[config.mk]
export PLATFORM = sky130hd
export DESIGN_NAME = length_prefix_deframer_unit
export DESIGN_NICKNAME = d
export VERILOG_FILES = /design/src/rtl/core/lpd_pkg.sv /design/src/rtl/core/lpd_front.sv /design/src/rtl/core/lpd_queue.sv /design/src/rtl/core/lpd_back.sv /design/src/rtl/core/length_prefix_deframer_unit.sv
export SDC_FILE = /design/constraint.sdc
export NUM_CORES = 1
export LEC_CHECK = 0
export ABC_AREA = 1
export BUFFER_PORTS_ARGS = -buffer_cell sky130_fd_sc_hd__buf_2
export CORE_MARGIN = 3
export CORE_UTILIZATION = 40
export CTS_CLUSTER_SIZE = 8
export DETAILED_ROUTE_END_ITERATION = 8
export GPL_TIMING_DRIVEN = 0
export PLACE_DENSITY_LB_ADDON = 0.05
export SETUP_SLACK_MARGIN = 0.4
export SLEW_MARGIN = 15
export SYNTH_ARGS = -nofsm -noshare
export SYNTH_HDL_FRONTEND = slang
export SYNTH_SLANG_ARGS = --single-unit
[constraint.sdc]
create_clock -name clock -period 27.2 [get_ports clock]
set_input_delay 5.44 -clock clock [delete_from_list [all_inputs] [get_ports clock]]
set_output_delay 5.44 -clock clock [all_outputs]
set_load 0.01 [all_outputs]
[src/rtl/core/lpd_pkg.sv]
// Package with the types and constants of the length-prefix deframer.
package lpd_pkg;

   localparam int LEN_W  = 32;
   localparam int BYTE_W = 8;
   localparam int FILL_W = 3;
   localparam int IDX_W  = 2;

   localparam logic [LEN_W-1:0] MAX_LENGTH_RESET = 32'd10000000;

   // Configuration port geometry: one 32-bit register at word address zero.
   localparam int CSR_ADDR_W = 3;
   localparam int CSR_DATA_W = 32;
   localparam logic CSR_MAX_LENGTH_IDX = 1'b0;

   // Kinds of queue entries.
   localparam logic ENTRY_PAYLOAD = 1'b0;
   localparam logic ENTRY_HEADER  = 1'b1;

   // One queue entry: a whole header (several result transactions) or one payload byte.
   typedef struct packed {
      logic             kind;
      logic             last;
      logic [LEN_W-1:0] word;
      logic [LEN_W-1:0] length;
   } entry_type;

endpackage

[src/rtl/core/lpd_front.sv]
// Front end: header hunting window, length check and payload byte count.
module lpd_front #(
   parameter int HEADER_BYTES = 4
) (
   input  logic                     clock,
   input  logic                     reset,
   input  logic                     byte_valid,
   output logic                     byte_ready,
   input  logic [lpd_pkg::BYTE_W-1:0] data_byte,
   input  logic [lpd_pkg::LEN_W-1:0]  max_length,
   input  logic                     queue_full,
   output logic                     push,
   output lpd_pkg::entry_type       push_entry
);
   import lpd_pkg::*;

   localparam int WIN_W = 8 * HEADER_BYTES;
   localparam logic [WIN_W-1:0] KEEP_MASK = {WIN_W{1'b1}} >> 8;
   localparam logic [FILL_W-1:0] FULL_FILL = FILL_W'(HEADER_BYTES);
   localparam logic [FILL_W-1:0] DROP_FILL = FILL_W'(HEADER_BYTES - 1);

   logic [WIN_W-1:0]        win_ff, win_in;
   logic [FILL_W-1:0]       fill_ff, fill_in;
   logic                    inpay_ff, inpay_in;
   logic [LEN_W-1:0]        rem_ff, rem_in;
   logic [LEN_W-1:0]        cur_ff, cur_in;

   logic                    accept;
   logic [WIN_W+7:0]        win_cat;
   logic [WIN_W-1:0]        win_shift;
   logic [FILL_W-1:0]       fill_inc;
   logic [LEN_W-1:0]        hdr_len;
   logic [LEN_W-1:0]        rem_dec;
   logic                    hdr_bad;

   assign byte_ready = !queue_full;
   assign accept     = byte_valid && byte_ready;

   // Window shift, fill count and length decode for the hunting path.
   assign win_cat   = {win_ff, data_byte};
   assign win_shift = win_cat[WIN_W-1:0];
   assign fill_inc  = (fill_ff < FULL_FILL) ? fill_ff + 1'b1 : fill_ff;
   assign hdr_len   = LEN_W'(win_shift);
   assign hdr_bad   = (hdr_len == '0) || (hdr_len > max_length);
   assign rem_dec   = rem_ff - LEN_W'(rem_ff != '0);

   // Next state and queue entry for each accepted byte.
   always_comb begin
      win_in     = win_ff;
      fill_in    = fill_ff;
      inpay_in   = inpay_ff;
      rem_in     = rem_ff;
      cur_in     = cur_ff;
      push       = 1'b0;
      push_entry = '0;
      if (accept) begin
         if (inpay_ff) begin
            rem_in            = rem_dec;
            push              = 1'b1;
            push_entry.kind   = ENTRY_PAYLOAD;
            push_entry.last   = (rem_dec == '0);
            push_entry.word   = LEN_W'(data_byte);
            push_entry.length = cur_ff;
            if (rem_dec == '0) begin
               inpay_in = 1'b0;
               win_in   = '0;
               fill_in  = '0;
            end
         end else begin
            win_in  = win_shift;
            fill_in = fill_inc;
            if (fill_inc == FULL_FILL) begin
               if (hdr_bad) begin
                  // Drop the oldest byte and keep hunting one byte later.
                  fill_in = DROP_FILL;
                  win_in  = win_shift & KEEP_MASK;
               end else begin
                  inpay_in          = 1'b1;
                  rem_in            = hdr_len;
                  cur_in            = hdr_len;
                  win_in            = '0;
                  fill_in           = '0;
                  push              = 1'b1;
                  push_entry.kind   = ENTRY_HEADER;
                  push_entry.last   = 1'b0;
                  push_entry.word   = hdr_len;
                  push_entry.length = hdr_len;
               end
            end
         end
      end
   end

   // State registers.
   always_ff @(posedge clock) begin
      if (reset) begin
         win_ff   <= '0;
         fill_ff  <= '0;
         inpay_ff <= 1'b0;
         rem_ff   <= '0;
         cur_ff   <= '0;
      end else begin
         win_ff   <= win_in;
         fill_ff  <= fill_in;
         inpay_ff <= inpay_in;
         rem_ff   <= rem_in;
         cur_ff   <= cur_in;
      end
   end

endmodule

[src/rtl/core/lpd_queue.sv]
// Short entry queue between the front end and the result sequencer.
module lpd_queue #(
   parameter int QUEUE_DEPTH = 4
) (
   input  logic               clock,
   input  logic               reset,
   input  logic               push,
   input  lpd_pkg::entry_type push_entry,
   output logic               full,
   input  logic               pop,
   output logic               head_valid,
   output lpd_pkg::entry_type head_entry
);
   import lpd_pkg::*;

   localparam int PTR_W = $clog2(QUEUE_DEPTH);
   localparam int CNT_W = $clog2(QUEUE_DEPTH + 1);
   localparam logic [PTR_W-1:0] PTR_LAST = PTR_W'(QUEUE_DEPTH - 1);

   entry_type        entry_ff [QUEUE_DEPTH];
   logic [PTR_W-1:0] wr_ptr_ff, wr_ptr_in;
   logic [PTR_W-1:0] rd_ptr_ff, rd_ptr_in;
   logic [CNT_W-1:0] count_ff, count_in;

   assign full       = (count_ff == CNT_W'(QUEUE_DEPTH));
   assign head_valid = (count_ff != '0);
   assign head_entry = entry_ff[rd_ptr_ff];

   // Pointer wrap and occupancy.
   always_comb begin
      wr_ptr_in = wr_ptr_ff;
      rd_ptr_in = rd_ptr_ff;
      if (push) begin
         wr_ptr_in = (wr_ptr_ff == PTR_LAST) ? '0 : wr_ptr_ff + 1'b1;
      end
      if (pop) begin
         rd_ptr_in = (rd_ptr_ff == PTR_LAST) ? '0 : rd_ptr_ff + 1'b1;
      end
      count_in = count_ff + CNT_W'(push) - CNT_W'(pop);
   end

   // Entry storage.
   always_ff @(posedge clock) begin
      if (push) begin
         entry_ff[wr_ptr_ff] <= push_entry;
      end
   end

   // Control registers.
   always_ff @(posedge clock) begin
      if (reset) begin
         wr_ptr_ff <= '0;
         rd_ptr_ff <= '0;
         count_ff  <= '0;
      end else begin
         wr_ptr_ff <= wr_ptr_in;
         rd_ptr_ff <= rd_ptr_in;
         count_ff  <= count_in;
      end
   end

endmodule

[src/rtl/core/lpd_back.sv]
// Result sequencer: expands header entries into bytes and drives the output register.
module lpd_back #(
   parameter int HEADER_BYTES = 4
) (
   input  logic                       clock,
   input  logic                       reset,
   input  logic                       head_valid,
   input  lpd_pkg::entry_type         head_entry,
   output logic                       pop,
   output logic                       rsp_valid,
   input  logic                       rsp_ready,
   output logic [lpd_pkg::BYTE_W-1:0] rsp_out_byte,
   output logic                       rsp_unit_first,
   output logic                       rsp_unit_last,
   output logic [lpd_pkg::LEN_W-1:0]  rsp_payload_length
);
   import lpd_pkg::*;

   localparam logic [IDX_W-1:0] IDX_LAST = IDX_W'(HEADER_BYTES - 1);

   logic [IDX_W-1:0]  idx_ff, idx_in;
   logic              valid_ff, valid_in;
   logic [BYTE_W-1:0] byte_ff, byte_in;
   logic              first_ff, first_in;
   logic              last_ff, last_in;
   logic [LEN_W-1:0]  len_ff, len_in;

   logic              load;
   logic [IDX_W-1:0]  sel;

   // A new result transaction is loaded when the output register is empty or draining.
   assign load = head_valid && (!valid_ff || rsp_ready);
   assign sel  = IDX_LAST - idx_ff;

   always_comb begin
      idx_in   = idx_ff;
      valid_in = valid_ff && !rsp_ready;
      byte_in  = byte_ff;
      first_in = first_ff;
      last_in  = last_ff;
      len_in   = len_ff;
      pop      = 1'b0;
      if (load) begin
         valid_in = 1'b1;
         len_in   = head_entry.length;
         if (head_entry.kind == ENTRY_HEADER) begin
            // Header bytes go out most significant first.
            byte_in  = head_entry.word[{sel, 3'b000} +: BYTE_W];
            first_in = (idx_ff == '0);
            last_in  = 1'b0;
            if (idx_ff == IDX_LAST) begin
               pop    = 1'b1;
               idx_in = '0;
            end else begin
               idx_in = idx_ff + 1'b1;
            end
         end else begin
            byte_in  = head_entry.word[BYTE_W-1:0];
            first_in = 1'b0;
            last_in  = head_entry.last;
            pop      = 1'b1;
         end
      end
   end

   // Control registers.
   always_ff @(posedge clock) begin
      if (reset) begin
         idx_ff   <= '0;
         valid_ff <= 1'b0;
      end else begin
         idx_ff   <= idx_in;
         valid_ff <= valid_in;
      end
   end

   // Output payload registers.
   always_ff @(posedge clock) begin
      byte_ff  <= byte_in;
      first_ff <= first_in;
      last_ff  <= last_in;
      len_ff   <= len_in;
   end

   assign rsp_valid          = valid_ff;
   assign rsp_out_byte       = byte_ff;
   assign rsp_unit_first     = first_ff;
   assign rsp_unit_last      = last_ff;
   assign rsp_payload_length = len_ff;

endmodule

[src/rtl/core/length_prefix_deframer_unit.sv]
// Top level of the length-prefix deframer: register port and the three pipeline parts.
//
//   Port group   Direction   Carries
//   req_         in          one raw stream byte per transaction
//   rsp_         out         one unit byte with first/last flags and payload length
//   csr_         in/out      APB-style access to max_length (word address 0)
//
// The input takes one byte per cycle while the entry queue has room; a byte's result
// is presented on rsp_ once it has passed through a queue entry and the output register.
// A header becomes one queue entry that the result sequencer plays out as HEADER_BYTES
// result transactions while the payload bytes queue up behind it; QUEUE_DEPTH of
// HEADER_BYTES + 1 absorbs that burst, so a unit streams with no gap on either side.
// Reset is synchronous; there is no clearing pass.
// A stall on rsp_ready holds the output register and backs up through the queue.
module length_prefix_deframer_unit #(
   parameter int HEADER_BYTES = 4,
   parameter int QUEUE_DEPTH  = 5
) (
   input  logic                           clock,
   input  logic                           reset,
   input  logic                           req_valid,
   output logic                           req_ready,
   input  logic [lpd_pkg::BYTE_W-1:0]     req_data_byte,
   output logic                           rsp_valid,
   input  logic                           rsp_ready,
   output logic [lpd_pkg::BYTE_W-1:0]     rsp_out_byte,
   output logic                           rsp_unit_first,
   output logic                           rsp_unit_last,
   output logic [lpd_pkg::LEN_W-1:0]      rsp_payload_length,
   input  logic                           csr_psel,
   input  logic                           csr_penable,
   input  logic                           csr_pwrite,
   input  logic [lpd_pkg::CSR_ADDR_W-1:0] csr_paddr,
   input  logic [lpd_pkg::CSR_DATA_W-1:0] csr_pwdata,
   output logic [lpd_pkg::CSR_DATA_W-1:0] csr_prdata,
   output logic                           csr_pready
);
   import lpd_pkg::*;

   logic [LEN_W-1:0] max_length_ff, max_length_in;
   logic             reg_sel;
   logic             csr_write;

   logic             push;
   entry_type        push_entry;
   logic             queue_full;
   logic             pop;
   logic             head_valid;
   entry_type        head_entry;

   // Register decode and write.
   assign csr_pready = 1'b1;
   assign reg_sel    = (csr_paddr[CSR_ADDR_W-1:2] == CSR_MAX_LENGTH_IDX);
   assign csr_write  = csr_psel && csr_penable && csr_pwrite && csr_pready;
   assign csr_prdata = reg_sel ? max_length_ff : '0;

   always_comb begin
      max_length_in = max_length_ff;
      if (csr_write && reg_sel) begin
         max_length_in = csr_pwdata;
      end
   end

   always_ff @(posedge clock) begin
      if (reset) begin
         max_length_ff <= MAX_LENGTH_RESET;
      end else begin
         max_length_ff <= max_length_in;
      end
   end

   // Header hunting and payload counting.
   lpd_front #(
      .HEADER_BYTES (HEADER_BYTES)
   ) u_front (
      .clock      (clock),
      .reset      (reset),
      .byte_valid (req_valid),
      .byte_ready (req_ready),
      .data_byte  (req_data_byte),
      .max_length (max_length_ff),
      .queue_full (queue_full),
      .push       (push),
      .push_entry (push_entry)
   );

   // Decoupling queue.
   lpd_queue #(
      .QUEUE_DEPTH (QUEUE_DEPTH)
   ) u_queue (
      .clock      (clock),
      .reset      (reset),
      .push       (push),
      .push_entry (push_entry),
      .full       (queue_full),
      .pop        (pop),
      .head_valid (head_valid),
      .head_entry (head_entry)
   );

   // Result sequencing and output register.
   lpd_back #(
      .HEADER_BYTES (HEADER_BYTES)
   ) u_back (
      .clock              (clock),
      .reset              (reset),
      .head_valid         (head_valid),
      .head_entry         (head_entry),
      .pop                (pop),
      .rsp_valid          (rsp_valid),
      .rsp_ready          (rsp_ready),
      .rsp_out_byte       (rsp_out_byte),
      .rsp_unit_first     (rsp_unit_first),
      .rsp_unit_last      (rsp_unit_last),
      .rsp_payload_length (rsp_payload_length)
   );

endmodule

==> impl_metrics.ini <==
[clock_network]
cts-buffers-inserted = 73
cts_tree = built
cts_buffer_depth = 3
cts_root_buf = clkbuf_16
clock_latency_ns = 0.60
cts_resized = 0
cts_hold_buf = 0
postCtsSetupRepairBufs = 0
path_clk_slew_ns = 0.05
h-tree-depth = 3
cts_sinks = 511

[min_path]
hold_depth = 2
holdCritPathClass = flop to flop
min-delay-start = u_front.cur_ff[9]$_SDFFE_PP0P_

[critical_path]
crit_type = primary input to primary output
r2r_cells = 16
rr_startpoint = u_front.win_ff[23]$_SDFFE_PP0P_
required_ns = 21.76
cp_max_fo = 10
cp-startpoint = csr_paddr[2]
crit_arrival_ns = 6.43
crit_path_end_kind = primary output
worstSetupStartpointType = primary input

[synth]
synth_seq_area_share_pct = 61.9
syn_inst = 2380
synth_area_per_cell_sq_um = 9.47
syn_nets = 2474
async_flop_share_pct = 0
ys_types = 43
ys_ff_latch = 511
synth_area_sq_um = 22500
synth_edf_count = 372
yosysWarnings = 0
synth_flop_cell = edfxtp_1

[layout]
final_cell_mix = nor2_1 (516), nand2_1 (394), edfxtp_1 (372)
drive_gt1_share_pct = 11.1
final-seq-area_sq_um = 14000
syn2layout_area_growth_pct = 18.4
multi_input_area_sq_um = 7390
nFillCells = 5257
layout.nets = 2722
layout_commonest_cell = nor2_1
finish.instance_area_sq_um = 26700
diodes = 0

[timing]
slew_viol_final = 0
hold_viol_final = 0
fin_crit_sh_pct = 43.7
setup_viol = 0
slew_headroom_pct = 38.5
rsz0062_at_grt = no
tightestPinTransition_ns = 0.915
worst_clock_skew_ns = 0.0283
finalCriticalPeriod_ns = 11.87
tns_ns = 0
fmaxAchievable_ghz = 0.0842

[power_and_ir_drop]
ir_worst_vdd_mv = 0.0636
p_total_w = 0.00265
powerDensity_nw_per_um2 = 99.4
power.leakage_nw = 10.8
pwr-share-seq_pct = 35.6
combPwrFrac_pct = 32.8
switching_share_pct = 36.2
p_switching_w = 0.000959
clkPwrFrac_pct = 31.7
p_int_w = 0.00169

[drt]
wl_mm = 70.9
vias_per_cell = 5.22
route.detailed.drc = 0
dr.pass1.iters = 5
vias = 17900
ant_nets = 0
initialDrtViolationCount = 1311
drt-wirelength-per-cell_um = 20.7

[place]
port_buffers = 121
placed_cell_area_sq_um = 24600
hpwl_mm = 52.0
routabilityCongestion = 0.909

[grt]
grt_overflow = 0
grt_max_degree = 29
grt_pass1_vias = 17300
antenna_found_initial = 0
grt_pass1_wl_mm = 106
grt_usage_pct = 23.6

[die]
num_rows = 86
die_area_sq_um = 59200
io_pins = 127
die_h_um = 243
die_w_um = 243
initial_core_util_pct = 40.7
coreArea_sq_um = 55400

[job]
maxCapViolations = 0

[status]
outcome = completed
[per-layer routing]
layer / up-vias / wire (um) / part of all wire [%] / GRT usage, %
li1: 8596 / - / - / -
met1: 8664 / 30100 / 42 / 30.7
met2: 514 / 35200 / 50 / 41.2
met3: 112 / 3940 / 5.6 / 3.47
met4: 0 / 1690 / 2.4 / 6.80
met5: - / 0 / 0 / 0
[critical path, cell delays in order]
cell      delay, ns
clkbuf_1       0.22
clkbuf_1       0.44
nor2_1         0.15
buf_2          0.17
[stage by stage]
stage | setup slack [ns] | cells | hold slack [ns] | util (%)
CTS | 15.34 | 3424 | 0.460 | 48.1
global route | 15.25 | 3424 | 0.474 | 48.1
finish | 15.33 | 3424 | 0.460 | 48.1
global placement | 7.00 | 3249 | 0.449 | 43.4
floorplan | 13.47 | 2380 | 0.441 | -
detailed placement | 15.34 | 3301 | 0.452 | 44.3
[worst paths after layout]
kind	to	slack (ns)
worst min register to register	u_front.cur_ff[9]$_SDFFE_PP0P_	0.46
worst max-delay path	csr_prdata[26]	15.33
worst max register to register	u_queue.entry_ff[3][14]$_DFFE_PP_	23.20
worst min-delay path	u_front.cur_ff[9]$_SDFFE_PP0P_	0.46
[power by group through the flow]
| stage | Clock [W] | Combinational [W] | Sequential (W) |
|---|---|---|---|
| global route | 0.000894 | 0.000964 | 0.000948 |
| detailed placement | 0 | 0.000869 | 0.000958 |
| CTS | 0.000858 | 0.000872 | 0.000943 |
| global placement | 0 | 0.000849 | 0.000963 |
| finish | 0.000840 | 0.000868 | 0.000943 |
| floorplan | 0 | 0.000535 | 0.000974 |
[cell families (layout without fill, tap and decap cells)]
logic type	after synthesis	count (layout)	share of synthesized area, %
other	1	1	0.0166
AO/OA/AOI/OAI	465	465	11.3
AND/OR/NAND/NOR	1040	1040	18.6
adder cells (fa/ha/maj)	44	44	2.48
multiplexers	3	3	0.133
buffers and inverters	311	607	5.43
flip-flops	511	511	61.9
XOR/XNOR	5	5	0.194
[synth_stat cells, types with 5 or more instances]
| cell | count | share of area [%] |
|---|---|---|
| nor2_1 | 517 | 8.6 |
| nand2_1 | 394 | 6.6 |
| edfxtp_1 | 372 | 50 |
| o21ai_0 | 207 | 4.6 |
| inv_1 | 179 | 3.0 |
| dfxtp_1 | 139 | 12 |
| a21oi_1 | 134 | 3.0 |
| clkbuf_1 | 100 | 1.7 |
| nand3_1 | 63 | 1.4 |
| ha_1 | 43 | 2.4 |
| a31oi_1 | 37 | 1.0 |
| o22ai_1 | 28 | 0.78 |
| o211ai_1 | 19 | 0.63 |
| nand4_1 | 18 | 0.50 |
| o21ai_1 | 16 | 0.36 |
| o221ai_1 | 15 | 0.58 |
| nor3_1 | 14 | 0.31 |
| buf_1 | 12 | 0.20 |
| buf_2 | 12 | 0.27 |
| nor4_1 | 9 | 0.25 |
| nand3b_1 | 6 | 0.20 |
| nor2_2 | 6 | 0.17 |
| buf_6 | 5 | 0.25 |
[layout make-up]
| class | count | share of cell area, % |
|---|---|---|
| clock buffers | 118 | 7.64 |
| flip-flops and latches | 511 | 52.3 |
| clock inverters | 5 | 0.263 |
| multi-input cells | 1558 | 27.7 |
| plain buffers | 130 | 2.04 |
| inverters | 181 | 2.55 |
| repair buffers | 173 | 3.99 |
| well taps | 748 | 3.51 |
[sequential cells by signal (all words and copies together), names as in the netlist, 8 cells and up, named ones only]
register and count:
u_front.win_ff 24, u_front.rem_ff 32, u_back.rsp_out_byte 8, u_queue.entry_ff 330, u_back.rsp_payload_length 32, max_length_ff 32, u_front.cur_ff 32
(Power assumes the default switching activity.)
